==> config.mk <==
export PLATFORM = sky130hd
export DESIGN_NAME = utf8_to_latin1_stream_core_flat
export DESIGN_NICKNAME = d
export VERILOG_FILES = /design/src/u2l_pkg.sv /design/src/u2l_if.sv /design/src/u2l_decode.sv /design/src/u2l_outq.sv /design/src/utf8_to_latin1_stream_core.sv /design/src/flat_wrapper.sv
export SDC_FILE = /design/constraint.sdc
export NUM_CORES = 1
export LEC_CHECK = 0
export ABC_CLOCK_PERIOD_IN_PS = 8119
export BUFFER_PORTS_ARGS = -buffer_cell sky130_fd_sc_hd__buf_2
export CORE_MARGIN = 2
export CORE_UTILIZATION = 45
export CTS_BUF_LIST = sky130_fd_sc_hd__clkbuf_4
export DETAILED_ROUTE_END_ITERATION = 12
export GPL_ROUTABILITY_DRIVEN = 1
export PLACE_DENSITY = 0.69
export SETUP_SLACK_MARGIN = 0.2
export SLEW_MARGIN = 25
export SYNTH_ARGS = -nofsm -noshare
export SYNTH_HDL_FRONTEND = slang
export SYNTH_SLANG_ARGS = --single-unit
==> constraint.sdc <==
create_clock -name clk -period 8.12 [get_ports clk]
set_clock_uncertainty 0.1 [all_clocks]
set_input_delay 0.812 -clock clk [delete_from_list [all_inputs] [get_ports clk]]
set_output_delay 0.812 -clock clk [all_outputs]
set_load 0.02 [all_outputs]
==> src/u2l_pkg.sv <==
// Shared types, constants and a helper function for the UTF-8 to Latin-1 stream core.
package u2l_pkg;

    localparam int unsigned CntW  = 24;
    localparam int unsigned AccW  = 32;
    localparam int unsigned QDepth = 4;
    localparam int unsigned QPtrW  = 2;
    localparam int unsigned QCntW  = 3;

    localparam logic [CntW-1:0] CNT_MAX     = 24'hFF_FFFF;
    localparam logic [CntW-1:0] CNT_ONE     = 24'd1;
    localparam logic [AccW-1:0] CP_LIMIT    = 32'h0010_FFFF;
    localparam logic [AccW-1:0] LATIN1_MAX  = 32'd255;
    localparam logic [7:0]      NEWLINE     = 8'h0A;
    localparam logic [7:0]      ASCII_MAX   = 8'h7F;
    localparam logic [7:0]      CONT_MAX    = 8'hBF;
    localparam logic [7:0]      LEAD2_MAX   = 8'hDF;
    localparam logic [7:0]      LEAD3_MAX   = 8'hEF;
    localparam logic [7:0]      CONT_MASK   = 8'h3F;
    localparam logic [7:0]      LEAD2_MASK  = 8'h1F;
    localparam logic [7:0]      LEAD3_MASK  = 8'h0F;
    localparam logic [7:0]      LEAD4_MASK  = 8'h07;
    localparam logic [1:0]      CONT_TAG    = 2'b10;

    typedef struct packed {
        logic [7:0] in_byte;
        logic       final_byte;
    } u2l_in_t;

    typedef struct packed {
        logic [7:0]      out_byte;
        logic            invalid_code;
        logic [CntW-1:0] line_number;
        logic [CntW-1:0] column_number;
        logic            last_of_run;
    } u2l_out_t;

    typedef struct packed {
        logic [AccW-1:0] acc;
        logic            pending;
        logic [CntW-1:0] line;
        logic [CntW-1:0] col;
    } u2l_state_t;

    // Results of one byte, already packed so that the first valid result sits in res_a.
    typedef struct packed {
        logic [1:0] n_res;
        u2l_out_t   res_a;
        u2l_out_t   res_b;
    } u2l_push_t;

    localparam u2l_state_t STATE_RESET = '{acc: '0, pending: 1'b0, line: CNT_ONE, col: CNT_ONE};

    function automatic logic [CntW-1:0] sat_inc(input logic [CntW-1:0] v);
        return (v == CNT_MAX) ? CNT_MAX : v + CNT_ONE;
    endfunction

endpackage

==> src/u2l_if.sv <==
// Valid/ready channel interfaces for the input bytes and the output characters.
interface u2l_in_if;
    import u2l_pkg::*;

    logic    valid;
    logic    ready;
    u2l_in_t data;

    modport source (output valid, output data, input ready);
    modport sink (input valid, input data, output ready);
endinterface

interface u2l_out_if;
    import u2l_pkg::*;

    logic     valid;
    logic     ready;
    u2l_out_t data;

    modport source (output valid, output data, input ready);
    modport sink (input valid, input data, output ready);
endinterface

==> src/u2l_decode.sv <==
// Per-byte decode: settles the waiting code point, absorbs the byte, computes next state.
module u2l_decode (
    input  u2l_pkg::u2l_in_t    item,
    input  u2l_pkg::u2l_state_t state,
    output u2l_pkg::u2l_state_t state_next,
    output u2l_pkg::u2l_push_t  push
);
    import u2l_pkg::*;

    logic              cont;
    logic              emit0;
    logic              emit1;
    logic [CntW-1:0]   col_a;
    logic [CntW-1:0]   col_b;
    logic [CntW-1:0]   line_b;
    logic [AccW-1:0]   acc_new;
    u2l_out_t          res0;
    u2l_out_t          res1;

    always_comb
    begin
        cont  = (item.in_byte[7:6] == CONT_TAG);
        emit0 = state.pending && !cont && (state.acc <= CP_LIMIT);
        col_a = emit0 ? sat_inc(state.col) : state.col;

        if (item.in_byte == NEWLINE)
        begin
            col_b  = CNT_ONE;
            line_b = sat_inc(state.line);
        end
        else
        begin
            col_b  = col_a;
            line_b = state.line;
        end

        if (item.in_byte <= ASCII_MAX)
            acc_new = {24'd0, item.in_byte};
        else if (item.in_byte <= CONT_MAX)
            acc_new = {state.acc[AccW-7:0], item.in_byte[5:0] & CONT_MASK[5:0]};
        else if (item.in_byte <= LEAD2_MAX)
            acc_new = {24'd0, item.in_byte & LEAD2_MASK};
        else if (item.in_byte <= LEAD3_MAX)
            acc_new = {24'd0, item.in_byte & LEAD3_MASK};
        else
            acc_new = {24'd0, item.in_byte & LEAD4_MASK};

        emit1 = item.final_byte && (acc_new <= CP_LIMIT);

        res0.out_byte      = state.acc[7:0];
        res0.invalid_code  = (state.acc > LATIN1_MAX);
        res0.line_number   = state.line;
        res0.column_number = state.col;
        res0.last_of_run   = !emit1;

        res1.out_byte      = acc_new[7:0];
        res1.invalid_code  = (acc_new > LATIN1_MAX);
        res1.line_number   = line_b;
        res1.column_number = col_b;
        res1.last_of_run   = 1'b1;

        push.n_res = {1'b0, emit0} + {1'b0, emit1};
        push.res_a = emit0 ? res0 : res1;
        push.res_b = res1;

        if (item.final_byte)
            state_next = STATE_RESET;
        else
        begin
            state_next.acc     = acc_new;
            state_next.pending = 1'b1;
            state_next.line    = line_b;
            state_next.col     = col_b;
        end
    end

endmodule

==> src/u2l_outq.sv <==
// Four-entry result queue that takes up to two results per cycle and returns one.
module u2l_outq (
    input  logic               clk,
    input  logic               rst_n,
    input  logic               push_en,
    input  u2l_pkg::u2l_push_t push,
    output logic               room,
    output logic [u2l_pkg::QCntW-1:0] level,
    u2l_out_if.source          latin1
);
    import u2l_pkg::*;

    u2l_out_t          q_reg [QDepth];
    logic [QPtrW-1:0]  wr_reg;
    logic [QPtrW-1:0]  wr_next;
    logic [QPtrW-1:0]  rd_reg;
    logic [QPtrW-1:0]  rd_next;
    logic [QCntW-1:0]  count_reg;
    logic [QCntW-1:0]  count_next;
    logic [1:0]        n_push;
    logic              pop;

    always_comb
    begin
        n_push     = push_en ? push.n_res : 2'd0;
        pop        = latin1.valid && latin1.ready;
        wr_next    = wr_reg + QPtrW'(n_push);
        rd_next    = rd_reg + QPtrW'(pop);
        count_next = count_reg + QCntW'(n_push) - QCntW'(pop);
    end

    always_ff @(posedge clk or negedge rst_n)
    begin
        if (!rst_n)
        begin
            wr_reg    <= '0;
            rd_reg    <= '0;
            count_reg <= '0;
        end
        else
        begin
            wr_reg    <= wr_next;
            rd_reg    <= rd_next;
            count_reg <= count_next;
        end
    end

    always_ff @(posedge clk)
    begin
        if (n_push != 2'd0)
            q_reg[wr_reg] <= push.res_a;
        if (n_push == 2'd2)
            q_reg[wr_reg + QPtrW'(1)] <= push.res_b;
    end

    // Two free slots are needed because one byte can produce two characters.
    assign room         = (count_reg <= QCntW'(QDepth - 2));
    assign level        = count_reg;
    assign latin1.valid = (count_reg != '0);
    assign latin1.data  = q_reg[rd_reg];

endmodule

==> src/utf8_to_latin1_stream_core.sv <==
// A character is written into the registered result queue when the byte that settles it is accepted.
// One byte per cycle while the result queue has room; a byte that settles two characters puts both in the queue.
// The result queue holds four entries and takes a byte while at least two are free.
// Reset (rst_n low, asynchronous) clears the accumulator, sets line and column to one,
// and empties the result queue.
module utf8_to_latin1_stream_core (
    input  logic      clk,
    input  logic      rst_n,
    u2l_in_if.sink    utf8,
    u2l_out_if.source latin1
);
    import u2l_pkg::*;

    u2l_state_t       state_reg;
    u2l_state_t       state_next;
    u2l_push_t        push;
    logic             room;
    logic             fire;
    logic [QCntW-1:0] level;

    assign utf8.ready = room;
    assign fire       = utf8.valid && room;

    u2l_decode u_decode (
        .item       (utf8.data),
        .state      (state_reg),
        .state_next (state_next),
        .push       (push)
    );

    u2l_outq u_outq (
        .clk     (clk),
        .rst_n   (rst_n),
        .push_en (fire),
        .push    (push),
        .room    (room),
        .level   (level),
        .latin1  (latin1)
    );

    always_ff @(posedge clk or negedge rst_n)
    begin
        if (!rst_n)
            state_reg <= STATE_RESET;
        else if (fire)
            state_reg <= state_next;
    end

`ifndef ASSERT_OFF
    a_queue_bound: assert property (@(posedge clk) disable iff (!rst_n)
        level <= QCntW'(QDepth))
        else $error("result queue count exceeds its depth");

    a_final_resets: assert property (@(posedge clk) disable iff (!rst_n)
        (fire && utf8.data.final_byte) |=>
            (state_reg.acc == '0) && !state_reg.pending &&
            (state_reg.line == CNT_ONE) && (state_reg.col == CNT_ONE))
        else $error("state not back at reset values after final byte");

    a_line_monotonic: assert property (@(posedge clk) disable iff (!rst_n)
        !(fire && utf8.data.final_byte) |=> state_reg.line >= $past(state_reg.line))
        else $error("line counter moved backwards within a buffer");
`endif

endmodule
==> src/flat_wrapper.sv <==
// flat-port wrapper written by rule: the top's interface ports become plain ports
module utf8_to_latin1_stream_core_flat import u2l_pkg::*;
  (clk, rst_n, utf8_valid, utf8_data, utf8_ready, latin1_valid, latin1_data, latin1_ready);
  u2l_in_if utf8_i ();
  u2l_out_if latin1_i ();
  input  logic clk;
  input  logic rst_n;
  input wire logic [$bits(utf8_i.valid)-1:0] utf8_valid;
  input wire logic [$bits(utf8_i.data)-1:0] utf8_data;
  output wire logic [$bits(utf8_i.ready)-1:0] utf8_ready;
  output wire logic [$bits(latin1_i.valid)-1:0] latin1_valid;
  output wire logic [$bits(latin1_i.data)-1:0] latin1_data;
  input wire logic [$bits(latin1_i.ready)-1:0] latin1_ready;
  assign utf8_i.valid = utf8_valid;
  assign utf8_i.data = utf8_data;
  assign utf8_ready = utf8_i.ready;
  assign latin1_valid = latin1_i.valid;
  assign latin1_data = latin1_i.data;
  assign latin1_i.ready = latin1_ready;
  utf8_to_latin1_stream_core u_core (.clk(clk), .rst_n(rst_n), .utf8(utf8_i), .latin1(latin1_i));
endmodule
==> metrics.yaml, run 1 <==
clock_tree:
  numCtsBuffers: 84
  cts_resized: 0
  cts_tree: "done"
  clock_latency_ns: 0.79
  hold_buffers: 0
  post_cts.repair.setup_buffers: 0
  htreeDepth: 3
  clkTransAtPathRegs_ns: 0.07
  clock_tree.buffer_depth: 3
  clock-sinks: 320
  root_buffer: "clkbuf_4"
timing:
  hold_ws_ns: 0.0500
  slew_viol_final: 0
  period_share_pct: 69.3
  fin_tns_setup_ns: 0
  worst_slew_pin_slew_ns: 1.10
  fmax_ghz: 0.178
  min_period_ns: 5.63
  rsz0062_at_grt: "no"
  relSlewSlack_pct: 26.4
  hold_viol_final: 0
  setup_viol: 0
place:
  postPlaceCellArea_um2: 17700
  dp_cells: 2038
  place.gp.congestion: 0.888
  hpwl_um: 32600
  io_buffer_count: 72
critical_path:
  critPathKind: "reg2reg"
  cp.arrival_ns: 6.17
  crit_path_start_kind: "flop"
  critical_path.max_fanout: 60
  reg2reg_depth: 14
  endpoint_kind: "flop"
  crit_required_ns: 8.66
pwr:
  internal_power_w: 0.00328
  clkPwrFrac_pct: 28.4
  p_comb_share_pct: 30.4
  switching_share_pct: 36.8
  p_sw_w: 0.00191
  irDropWorstVdd_mv: 0.199
  power_leakage_nw: 6.30
  powerDensity_nw_per_um2: 275
  seqPwrFrac_pct: 41.2
finish:
  nets: 1636
  stdcell_count: 2195
  drive_above_1_share_pct: 20.5
  final_area_um2: 18900
  syn2layout_area_growth_pct: 10.3
  layout_commonest_cell: "nand2_1"
  largest_reg_flops: 232
  fin_util_pct: 50.2
  final_cell_mix: "231 x nand2_1, 228 x edfxtp_1, 194 x o21ai_0, 133 x clkbuf_4, 89 x a21oi_1"
  num-fill-cells: 3373
worst_hold_path:
  hp-class: "in2async"
synth:
  ys_types: 83
  synth_area_leaders: "edfxtp_1 40%, dfrtp_1 13%, mux4_2 7.6%"
  seq_area_frac_synth_pct: 53.4
  synth_edf_count: 228
  synthCells: 1571
  yosys.area.top_type: "edfxtp_1"
  yosysWarnings: 0
  synth-seq-cells: 320
  syn_area_per_cell_um2: 10.9
  synth.top_cell.area_share_pct: 40.0
  syn_nets: 1594
  synthArstFlopShare_pct: 27.5
  synth_area_um2: 17100
  synthFlopType: "edfxtp_1"
floorplanning:
  die_h_um: 199
  die-area_um2: 39600
  core_area_um2: 37600
  die_width_um: 199
  io_pins: 73
  num_rows: 71
  initial_utilization_pct: 45.5
grt:
  grt_use_met3_pct: 5.90
  use_met2_pct: 41.1
  overflow: 0
  grt_max_degree: 82
  antenna_found_initial: 3
  top_usage_layer: "met2"
  grt_pass1_vias: 13633
  grtUsageTotal_pct: 26.8
  grt_use_met1_pct: 36.5
  grt_pass1_wl_um: 79900
detailed_routing:
  wl_per_cell_um: 23.8
  ant_nets: 0
  drtPass1Iterations: 6
  drtIter0Drc: 1996
  vias: 14123
  drc: 0
  vias_per_cell: 6.43
  routed_wl_um: 52200
outcome:
  status: "complete, no violations"
flow_run:
  drv_cap: 0
routing by layer:
layer	part of all wire, %	vias to the layer above
met3	10	159
met1	40	6955
met4	3.8	4
li1	-	6166
met5	0.040	-
met2	46	839
per-stage QoR:
| step | total power (W) | setup slack (ns) |
|---|---|---|
| final | 0.00518 | 2.49 |
| after global placement | 0.00371 | 2.45 |
| after detailed placement | 0.00374 | 2.28 |
| after CTS | 0.00519 | 2.61 |
| after floorplan | 0.00318 | 3.43 |
| after global routing | 0.00540 | 2.14 |
cells in the mapped netlist (6+ instances only):
cell type,number
o21ai_0,196
a31oi_1,31
o211ai_1,6
nor3_1,20
o221ai_1,8
a21oi_1,89
nand4_1,28
nand3_1,31
a211oi_1,6
o22a_1,6
mux2i_1,15
mux4_2,58
edfxtp_1,228
clkbuf_1,103
nand3b_1,8
dfrtp_1,86
nor4_1,8
buf_2,28
o21a_1,6
nand2b_1,11
and3_1,15
ha_1,9
nand2_1,232
a22o_1,54
inv_1,19
a22oi_1,11
and2_1,15
o22ai_1,24
o2bb2ai_1,9
and4_1,17
a21o_1,6
nor2_1,64
critical path, cell delays in order, from the launching register on:
cell and delay (ns):
dfrtp_1 0.39, nor4b_1 0.42, nand3_1 0.29, or2_1 0.29, buf_4 0.23, inv_2 0.53, ha_1 0.30, or2_0 0.32
and4_1 0.83, nor2_2 0.27, inv_2 0.11, buf_4 0.73, and3_1 0.38, a31oi_1 0.11, nor2_1 0.14
final timing paths:
check / end / slack [ns] / startpoint
min: u_core.state_reg[44] / 0.05 / rst_n
max reg2reg: u_core.u_outq.q_reg[2][14] / 2.49 / u_core.state_reg[77]
min in group clk: u_core.state_reg[50] / 0.26 / utf8_data[2]
max in group asynchronous: u_core.state_reg[56] / 6.83 / rst_n
min reg2reg: u_core.u_outq.rd_reg[1] / 0.36 / u_core.u_outq.rd_reg[1]
max: u_core.u_outq.q_reg[2][14] / 2.49 / u_core.state_reg[77]
cell families (layout without fill, tap and decap cells):
kind of cell	after synthesis	count (layout)	share of synthesized area (%)
AO/OA/AOI/OAI	502	502	18.4
AND/OR/NAND/NOR	490	490	14.2
flip-flops	320	320	53.4
buffers and inverters	167	279	4.16
multiplexers	75	75	8.65
adder cells (fa/ha/maj)	10	10	0.775
XOR/XNOR	7	7	0.358
other	0	1	0
final cells by class:
class	count	area [um^2]	share of cell area (%)
Tap cell	511	639	3.39
Inverter	21	82.6	0.438
Antenna cell	1	2.50	0.0133
Multi-Input combinational cell	1084	7300	38.7
Sequential cell	320	9140	48.4
Clock buffer	133	998	5.29
Clock inverter	23	119	0.630
Timing Repair Buffer	102	588	3.12
power by group through the flow:
stage / sequential [W] / clock [W] / combinational [W]
CTS: 0.00214 / 0.00149 / 0.00157
detailed placement: 0.00217 / 0 / 0.00157
global route: 0.00216 / 0.00157 / 0.00167
finish: 0.00214 / 0.00147 / 0.00157
floorplan: 0.00206 / 0 / 0.00112
global placement: 0.00216 / 0 / 0.00155
(Power assumes the default switching activity.)
==> run 2: changes to the inputs <==
Settings changed: ABC_CLOCK_PERIOD_IN_PS 8119 to 4770, PLACE_DENSITY 0.69 to 0.72.
Clock period 8.12 ns to 4.77 ns, I/O delays scaled along.
==> run 2 against run 1 <==
Against the previous run:
- combinational power grew 70%
- maximum frequency increased by 31%
- clock-buffer cell count rose by 8
- largest cell class unchanged
==> metrics.yaml, run 2 (synthesized netlist as in run 1, its figures left out) <==
outcome:
  status: "complete, no violations"
detailed_routing:
  drc: 0  # unchanged
  drtPass1Iterations: 6  # unchanged
  routed_wl_um: 51500  # -1.3%
  wl_per_cell_um: 23.2  # -2.3%
  drtIter0Drc: 1929  # -3.4%
  ant_nets: 0  # unchanged
  vias: 14147  # +0.17%
  vias_per_cell: 6.38  # -0.91%
floorplanning:
  initial_utilization_pct: 45.5  # unchanged
  num_rows: 71  # unchanged
  core_area_um2: 37600  # unchanged
  die_h_um: 199  # unchanged
  die_width_um: 199  # unchanged
  die-area_um2: 39600  # unchanged
  io_pins: 73  # unchanged
pwr:
  irDropWorstVdd_mv: 0.315  # +58%
  switching_share_pct: 36.3  # -0.45 points
  p_comb_share_pct: 30.3  # about the same
  clkPwrFrac_pct: 27.9  # -0.5 points
  power_leakage_nw: 6.43  # +2.1%
  power.total_w: 0.00882  # +70%
  seqPwrFrac_pct: 41.8  # +0.6 points
  p_sw_w: 0.00320  # +68%
  powerDensity_nw_per_um2: 463  # +68%
  internal_power_w: 0.00561  # +71%
critical_path:
  crit_path_top_delay_cell: "inv_2"
  crit_chain: "o41ai_2 -> nand3_1 -> or2_1 -> inv_2 -> ha_1 -> or2_0 -> and4_1 -> a31oi_1 -> inv_2 -> buf_4"
  slowest_delay_ns: 0.81  # -0.02 ns
  critPathKind: "reg2reg"
  critical_path.max_fanout: 39  # -35%
  cp.arrival_ns: 4.59  # -1.58 ns
  crit_required_ns: 5.06  # -3.60 ns
  endpoint_kind: "flop"
  crit_path_start_kind: "flop"
  cpMostUsedCell: "inv_2"
timing:
  rsz0062_at_grt: "no"
  fmax_ghz: 0.233  # +31%
  hold_viol_final: 0  # unchanged
  min_period_ns: 4.30  # -1.33 ns
  setup_viol: 0  # unchanged
  period_share_pct: 90.1  # +21 points
  slew_viol_final: 0  # unchanged
  relSlewSlack_pct: 25.3  # -1.1 points
  worst_slew_pin_slew_ns: 1.11  # +0.00611 ns
  fin_tns_setup_ns: 0  # unchanged
place:
  dp_cells: 2056  # +0.88%
  hpwl_um: 33200  # +1.8%
  io_buffer_count: 72  # unchanged
  place.gp.congestion: 0.913  # +2.8%
grt:
  grt_max_degree: 82  # unchanged
  overflow: 0  # unchanged
  grt_pass1_wl_um: 79800  # -0.15%
  grt_pass1_vias: 13731  # +0.72%
  antenna_found_initial: 2  # -1
  grtUsageTotal_pct: 26.6  # -0.14 points
finish:
  nets: 1660  # +1.5%
  largest_reg_flops: 232  # unchanged
  stdcell_count: 2219  # +1.1%
  multi_input_area_um2: 7280  # -0.24%
  num-fill-cells: 3319  # -1.6%
  layout_commonest_cell: "nand2_1"
  seq_area_um2: 9140  # unchanged
  drive_above_1_share_pct: 21.7  # +1.2 points
  final_cell_mix: "231 x nand2_1, 228 x edfxtp_1, 194 x o21ai_0, 141 x clkbuf_4, 89 x a21oi_1"
  syn2layout_area_growth_pct: 11.4
clock_tree:
  cts_tree: "done"
  clock_latency_ns: 0.77  # -0.02 ns
  root_buffer: "clkbuf_4"
  clock-sinks: 320  # unchanged
  clkTransAtPathRegs_ns: 0.06  # about the same
  clock_tree.buffer_depth: 3  # unchanged
  cts_resized: 0  # unchanged
  numCtsBuffers: 84  # unchanged
  htreeDepth: 3  # unchanged
flow_run:
  drv_cap: 0  # unchanged
worst_hold_path:
  hp-class: "in2reg"
[run 2: changes by cell type in the layout (fill, tap and decap cells not counted), moves of 3 or more]
cell / previous run / this run
clkbuf_4: 133 / 141
buf_4: 31 / 48
dlygate4sd3_1: 0 / 6
inv_2: 5 / 8
clkinv_1: 17 / 9
[run 2: area by class of cell]
type	count	area share (%)
sequential	320	47.9
multi-input combinational	1084	38.2
clock buffer	141	5.56
timing repair buffer	126	4.18
tap	511	3.36
inverter	21	0.414
clock inverter	15	0.328
antenna	1	0.0131
[run 2: worst max-delay path, delay by kind of cell (launching register included)]
kind	cells	cell delay (ns)
flip-flops	1	0.41
AO/OA/AOI/OAI	2	0.57
adder cells (fa/ha/maj)	1	0.17
buffers and inverters	3	1.36
AND/OR/NAND/NOR	4	1.32
[run 2: power groups by stage]
stage / Sequential (W) / Clock, W / Combinational [W]
2_1_floorplan: 0.00350 / 0 / 0.00191
3_3_place_gp: 0.00371 / 0 / 0.00262
3_5_place_dp: 0.00374 / 0 / 0.00265
4_1_cts: 0.00368 / 0.00250 / 0.00266
5_1_grt: 0.00373 / 0.00265 / 0.00285
6_report: 0.00368 / 0.00246 / 0.00267
[run 2: routing by layer]
metal / routed length, um / global-route usage [%] / vias up
met5: 0 / 0 / -
met4: 1660 / 11.0 / 0
met3: 5530 / 6.41 / 144
met2: 23200 / 40.4 / 895
met1: 21100 / 36.8 / 6910
li1: - / - / 6198
[run 2: worst paths after layout]
kind,from,end,slack (ns),cells past startpoint
setup / recovery,u_core.state_reg[66],u_core.u_outq.q_reg[0][34],0.47,10
hold / removal,utf8_data[6],u_core.state_reg[54],0.08,3
setup reg to reg,u_core.state_reg[66],u_core.u_outq.q_reg[0][34],0.47,10
hold reg to reg,u_core.u_outq.q_reg[2][0],u_core.u_outq.q_reg[2][0],0.37,2
max in group asynchronous,rst_n,u_core.state_reg[20],3.32,3
min in group asynchronous,rst_n,u_core.state_reg[68],0.16,2
[run 2: what timing repair did]
| item | in CTS | in global routing |
|---|---|---|
| hold buffers | 6 | 0 |
| buffers inserted | 0 | 0 |
| endpoints found under the hold margin | 55 | 0 |
[run 2: metrics by stage]
step / setup slack (ns) / utilization [%] / hold slack, ns / instance area, um^2
after floorplan: 0.281 / - / 0.0814 / 17100
after global placement: 0.587 / 47.6 / 0.355 / 17900
after detailed placement: 0.529 / 47.6 / 0.363 / 17900
after CTS: 0.529 / 50.7 / 0.0173 / 19100
after global routing: 0.219 / 50.7 / 0.0716 / 19100
final: 0.471 / 50.7 / 0.0823 / 19100
==> run 3: changes to the inputs <==
Settings changed: ABC_AREA from default to 1.
==> run 3 against run 2 <==
Against the previous run:
- sequential power is 2% higher
- global-route usage is 1.4 points lower
- worst setup slack better by 0.48 ns
- synthesized cell count is 33% higher
- worst hold slack worse by 0.0057 ns
- utilization is 0.16 points lower
- first-iteration DRC count is 2.3% lower
- sequential share of layout area is 1.3 points lower
- register-to-register slack better by 0.62 ns
- routed wire length is 0.42% higher
- non-clock buffer count is 21 lower
- combinational power is 57% higher
- largest cell class unchanged
==> metrics.yaml, run 3 <==
detailed_routing:
  routed_wl_um: 51700  # +0.42%
  vias_per_cell: 5.84  # -8.4%
  vias: 16046  # +13%
  drtIter0Drc: 1885  # -2.3%
  wl_per_cell_um: 18.8  # -19%
  drtPass1Iterations: 8  # +2
  ant_nets: 0  # unchanged
  drc: 0  # unchanged
critical_path:
  crit_path_start_kind: "flop"
  r2r-end: "u_core.u_outq.q_reg[0][32]"
  cp-endpoint: "latin1_data[56]"
  r2r-start: "u_core.state_reg[68]"
  cp.depth: 5  # -5
  critical-path-top-delay-family: "buffers and inverters"
  rrSetupSlack_ns: 1.09  # +0.62 ns
  crit_required_ns: 4.19  # -0.87 ns
  cp.arrival_ns: 3.24  # -1.35 ns
  cp_num_buf_inv: 3  # unchanged
  reg2reg_depth: 14  # +4
  crit_path_top_delay_cell: "dfrtp_4"
  crit_chain: "clkinv_2 -> buf_4 -> o21ai_0 -> o22ai_1 -> buf_2"
  slowest_delay_ns: 0.75  # -0.06 ns
  endpoint_kind: "primary output"
  critical_path.max_fanout: 47  # +21%
  critPathKind: "reg2out"
  startpoint: "u_core.u_outq.rd_reg[0]"
synth:
  synth.top_cell.area_share_pct: 38.6  # -1.4 points
  syn_area_per_cell_um2: 8.46  # -22%
  yosysMostFrequentCell: "nand2_1"
  yosys.area.top_type: "edfxtp_1"
  ys_types: 52  # -37%
  synth_area_leaders: "edfxtp_1 39%, dfrtp_1 12%, nand2_1 12%"
  yosys-top-cells-count: "571 x nand2_1, 228 x edfxtp_1, 220 x nand3_1"
  synthFlopType: "edfxtp_1"
  syn_nets: 2118  # +33%
  synth_edf_count: 228  # unchanged
  synth_area_um2: 17700  # +3.6%
  seq_area_frac_synth_pct: 51.5  # -1.9 points
  synthCells: 2095  # +33%
  synthArstFlopShare_pct: 27.5  # unchanged
  synth-seq-cells: 320  # unchanged
  yosysWarnings: 0  # unchanged
floorplanning:
  core_area_um2: 38700  # +3.1%
  io_pins: 73  # unchanged
  die-area_um2: 41000  # +3.5%
  num_rows: 72  # +1.4%
  die_h_um: 202  # +1.8%
  initial_utilization_pct: 45.7  # +0.24 points
  die_width_um: 202  # +1.8%
clock_tree:
  clock_tree.buffer_depth: 3  # unchanged
  clock_latency_ns: 0.77  # about the same
  clock-sinks: 320  # unchanged
  numCtsBuffers: 84  # unchanged
  cts_tree: "done"
  cts_resized: 0  # unchanged
  clkTransAtPathRegs_ns: 0.07  # about the same
  root_buffer: "clkbuf_4"
  htreeDepth: 3  # unchanged
flow_run:
  drv_cap: 0  # unchanged
worst_hold_path:
  hp-class: "in2reg"
pwr:
  powerDensity_nw_per_um2: 533  # +15%
  irDropWorstVdd_mv: 0.316  # +0.39%
  power_leakage_nw: 8.12  # +26%
timing:
  min_period_ns: 3.82  # -0.480 ns
  fmax_ghz: 0.262  # +13%
  worst_slew_pin_slew_ns: 0.972  # -0.138 ns
  period_share_pct: 80.1  # -10 points
  rsz0062_at_grt: "no"
  fin_tns_setup_ns: 0  # unchanged
  relSlewSlack_pct: 35.2  # +9.9 points
  hold_viol_final: 0  # unchanged
  setup_viol: 0  # unchanged
  slew_viol_final: 0  # unchanged
outcome:
  status: "complete, no violations"
grt:
  top_usage_layer: "met2"
  grt_use_met1_pct: 30.8  # -6.0 points
  antenna_found_initial: 2  # unchanged
  grt_pass1_wl_um: 82500  # +3.4%
  grtUsageTotal_pct: 25.2  # -1.4 points
  grt_max_degree: 91  # +11%
  grt_pass1_vias: 16122  # +17%
  grt_use_met3_pct: 4.75  # -1.7 points
  overflow: 0  # unchanged
  use_met2_pct: 43.3  # +2.9 points
place:
  hpwl_um: 31700  # -4.4%
  place.gp.congestion: 0.920  # +0.85%
  io_buffer_count: 72  # unchanged
finish:
  largest_reg_flops: 232  # unchanged
  nets: 2180  # +31%
  layout_commonest_cell: "nand2_1"
  syn2layout_area_growth_pct: 10.5
  fin_util_pct: 50.5  # -0.16 points
  drive_above_1_share_pct: 16.0  # -5.7 points
  num-fill-cells: 3622  # +9.1%
  final_cell_mix: "567 x nand2_1, 228 x edfxtp_1, 220 x nand3_1, 190 x nor2_1, 175 x o21ai_0"
-- run 3: cells by family after synthesis --
kind of cell	count (synthesis)	synth area share, %
fa+ha+maj	10	0.748
compound gates	396	13.0
mux	1	0.0565
xor+xnor	21	1.08
buf+inv	263	6.50
simple gates	1084	27.1
flops	320	51.5
-- run 3: how the worst min path moves through the flow --
stage	cells after the start	to	startpoint	slack [ns]
3_3_place_gp	2	u_core.u_outq.q_reg[1][0]	u_core.u_outq.q_reg[1][0]	0.35
5_1_grt	3	u_core.state_reg[50]	utf8_data[2]	0.10
3_5_place_dp	2	u_core.u_outq.q_reg[3][0]	u_core.u_outq.q_reg[3][0]	0.37
2_1_floorplan	0	u_core.state_reg[10]	rst_n	0.08
6_report	3	u_core.state_reg[50]	utf8_data[2]	0.08
4_1_cts	3	u_core.state_reg[50]	utf8_data[2]	0.04
-- run 3: where the power goes --
group          internal [W]  switching (W)  total (W)
clock network       0.00131        0.00118    0.00249
registers           0.00345       0.000306    0.00376
logic               0.00110        0.00308    0.00418
-- run 3: final cells by class --
type | count | area, um^2 | share of cell area, %
antenna | 4 | 10.0 | 0.0511
sequential | 320 | 9140 | 46.7
inverter | 134 | 519 | 2.65
clock buffer | 132 | 991 | 5.06
multi-input combinational | 1512 | 7450 | 38.1
clock inverter | 22 | 118 | 0.601
tap | 518 | 648 | 3.31
timing repair buffer | 105 | 703 | 3.59
-- run 3: layer usage --
| layer | part of all wire [%] | wire length, um |
|---|---|---|
| met2 | 49 | 25200 |
| met3 | 9.0 | 4650 |
| met5 | 0 | 0 |
| met1 | 39 | 20100 |
| met4 | 3.5 | 1800 |
-- run 3: worst reg2reg max path, delay by kind of cell (launching register included) --
family | cells | cell delay [ns]
buffers and inverters | 5 | 1.31
DFF | 1 | 0.39
adders and majority gates | 1 | 0.22
and+or+nand+nor | 8 | 1.21
-- run 3: through the flow --
stage | cell area, um^2 | worst slack [ns] | power (W) | cells | hold WS, ns
after floorplan | 17700 | 0.871 | 0.00658 | 2095 | 0.0814
after global placement | 18400 | 0.751 | 0.00784 | 2587 | 0.350
after detailed placement | 18400 | 0.603 | 0.00796 | 2587 | 0.370
after CTS | 19600 | 0.922 | 0.0104 | 2743 | 0.0446
after global routing | 19600 | 0.734 | 0.0110 | 2747 | 0.102
final | 19600 | 0.951 | 0.0104 | 2747 | 0.0766
-- run 3: what timing repair did --
| action | 4_1_cts | 5_1_grt |
|---|---|---|
| endpoints found under the hold margin | 50 | 0 |
| buffers inserted | 0 | 0 |
| hold buffers | 2 | 0 |
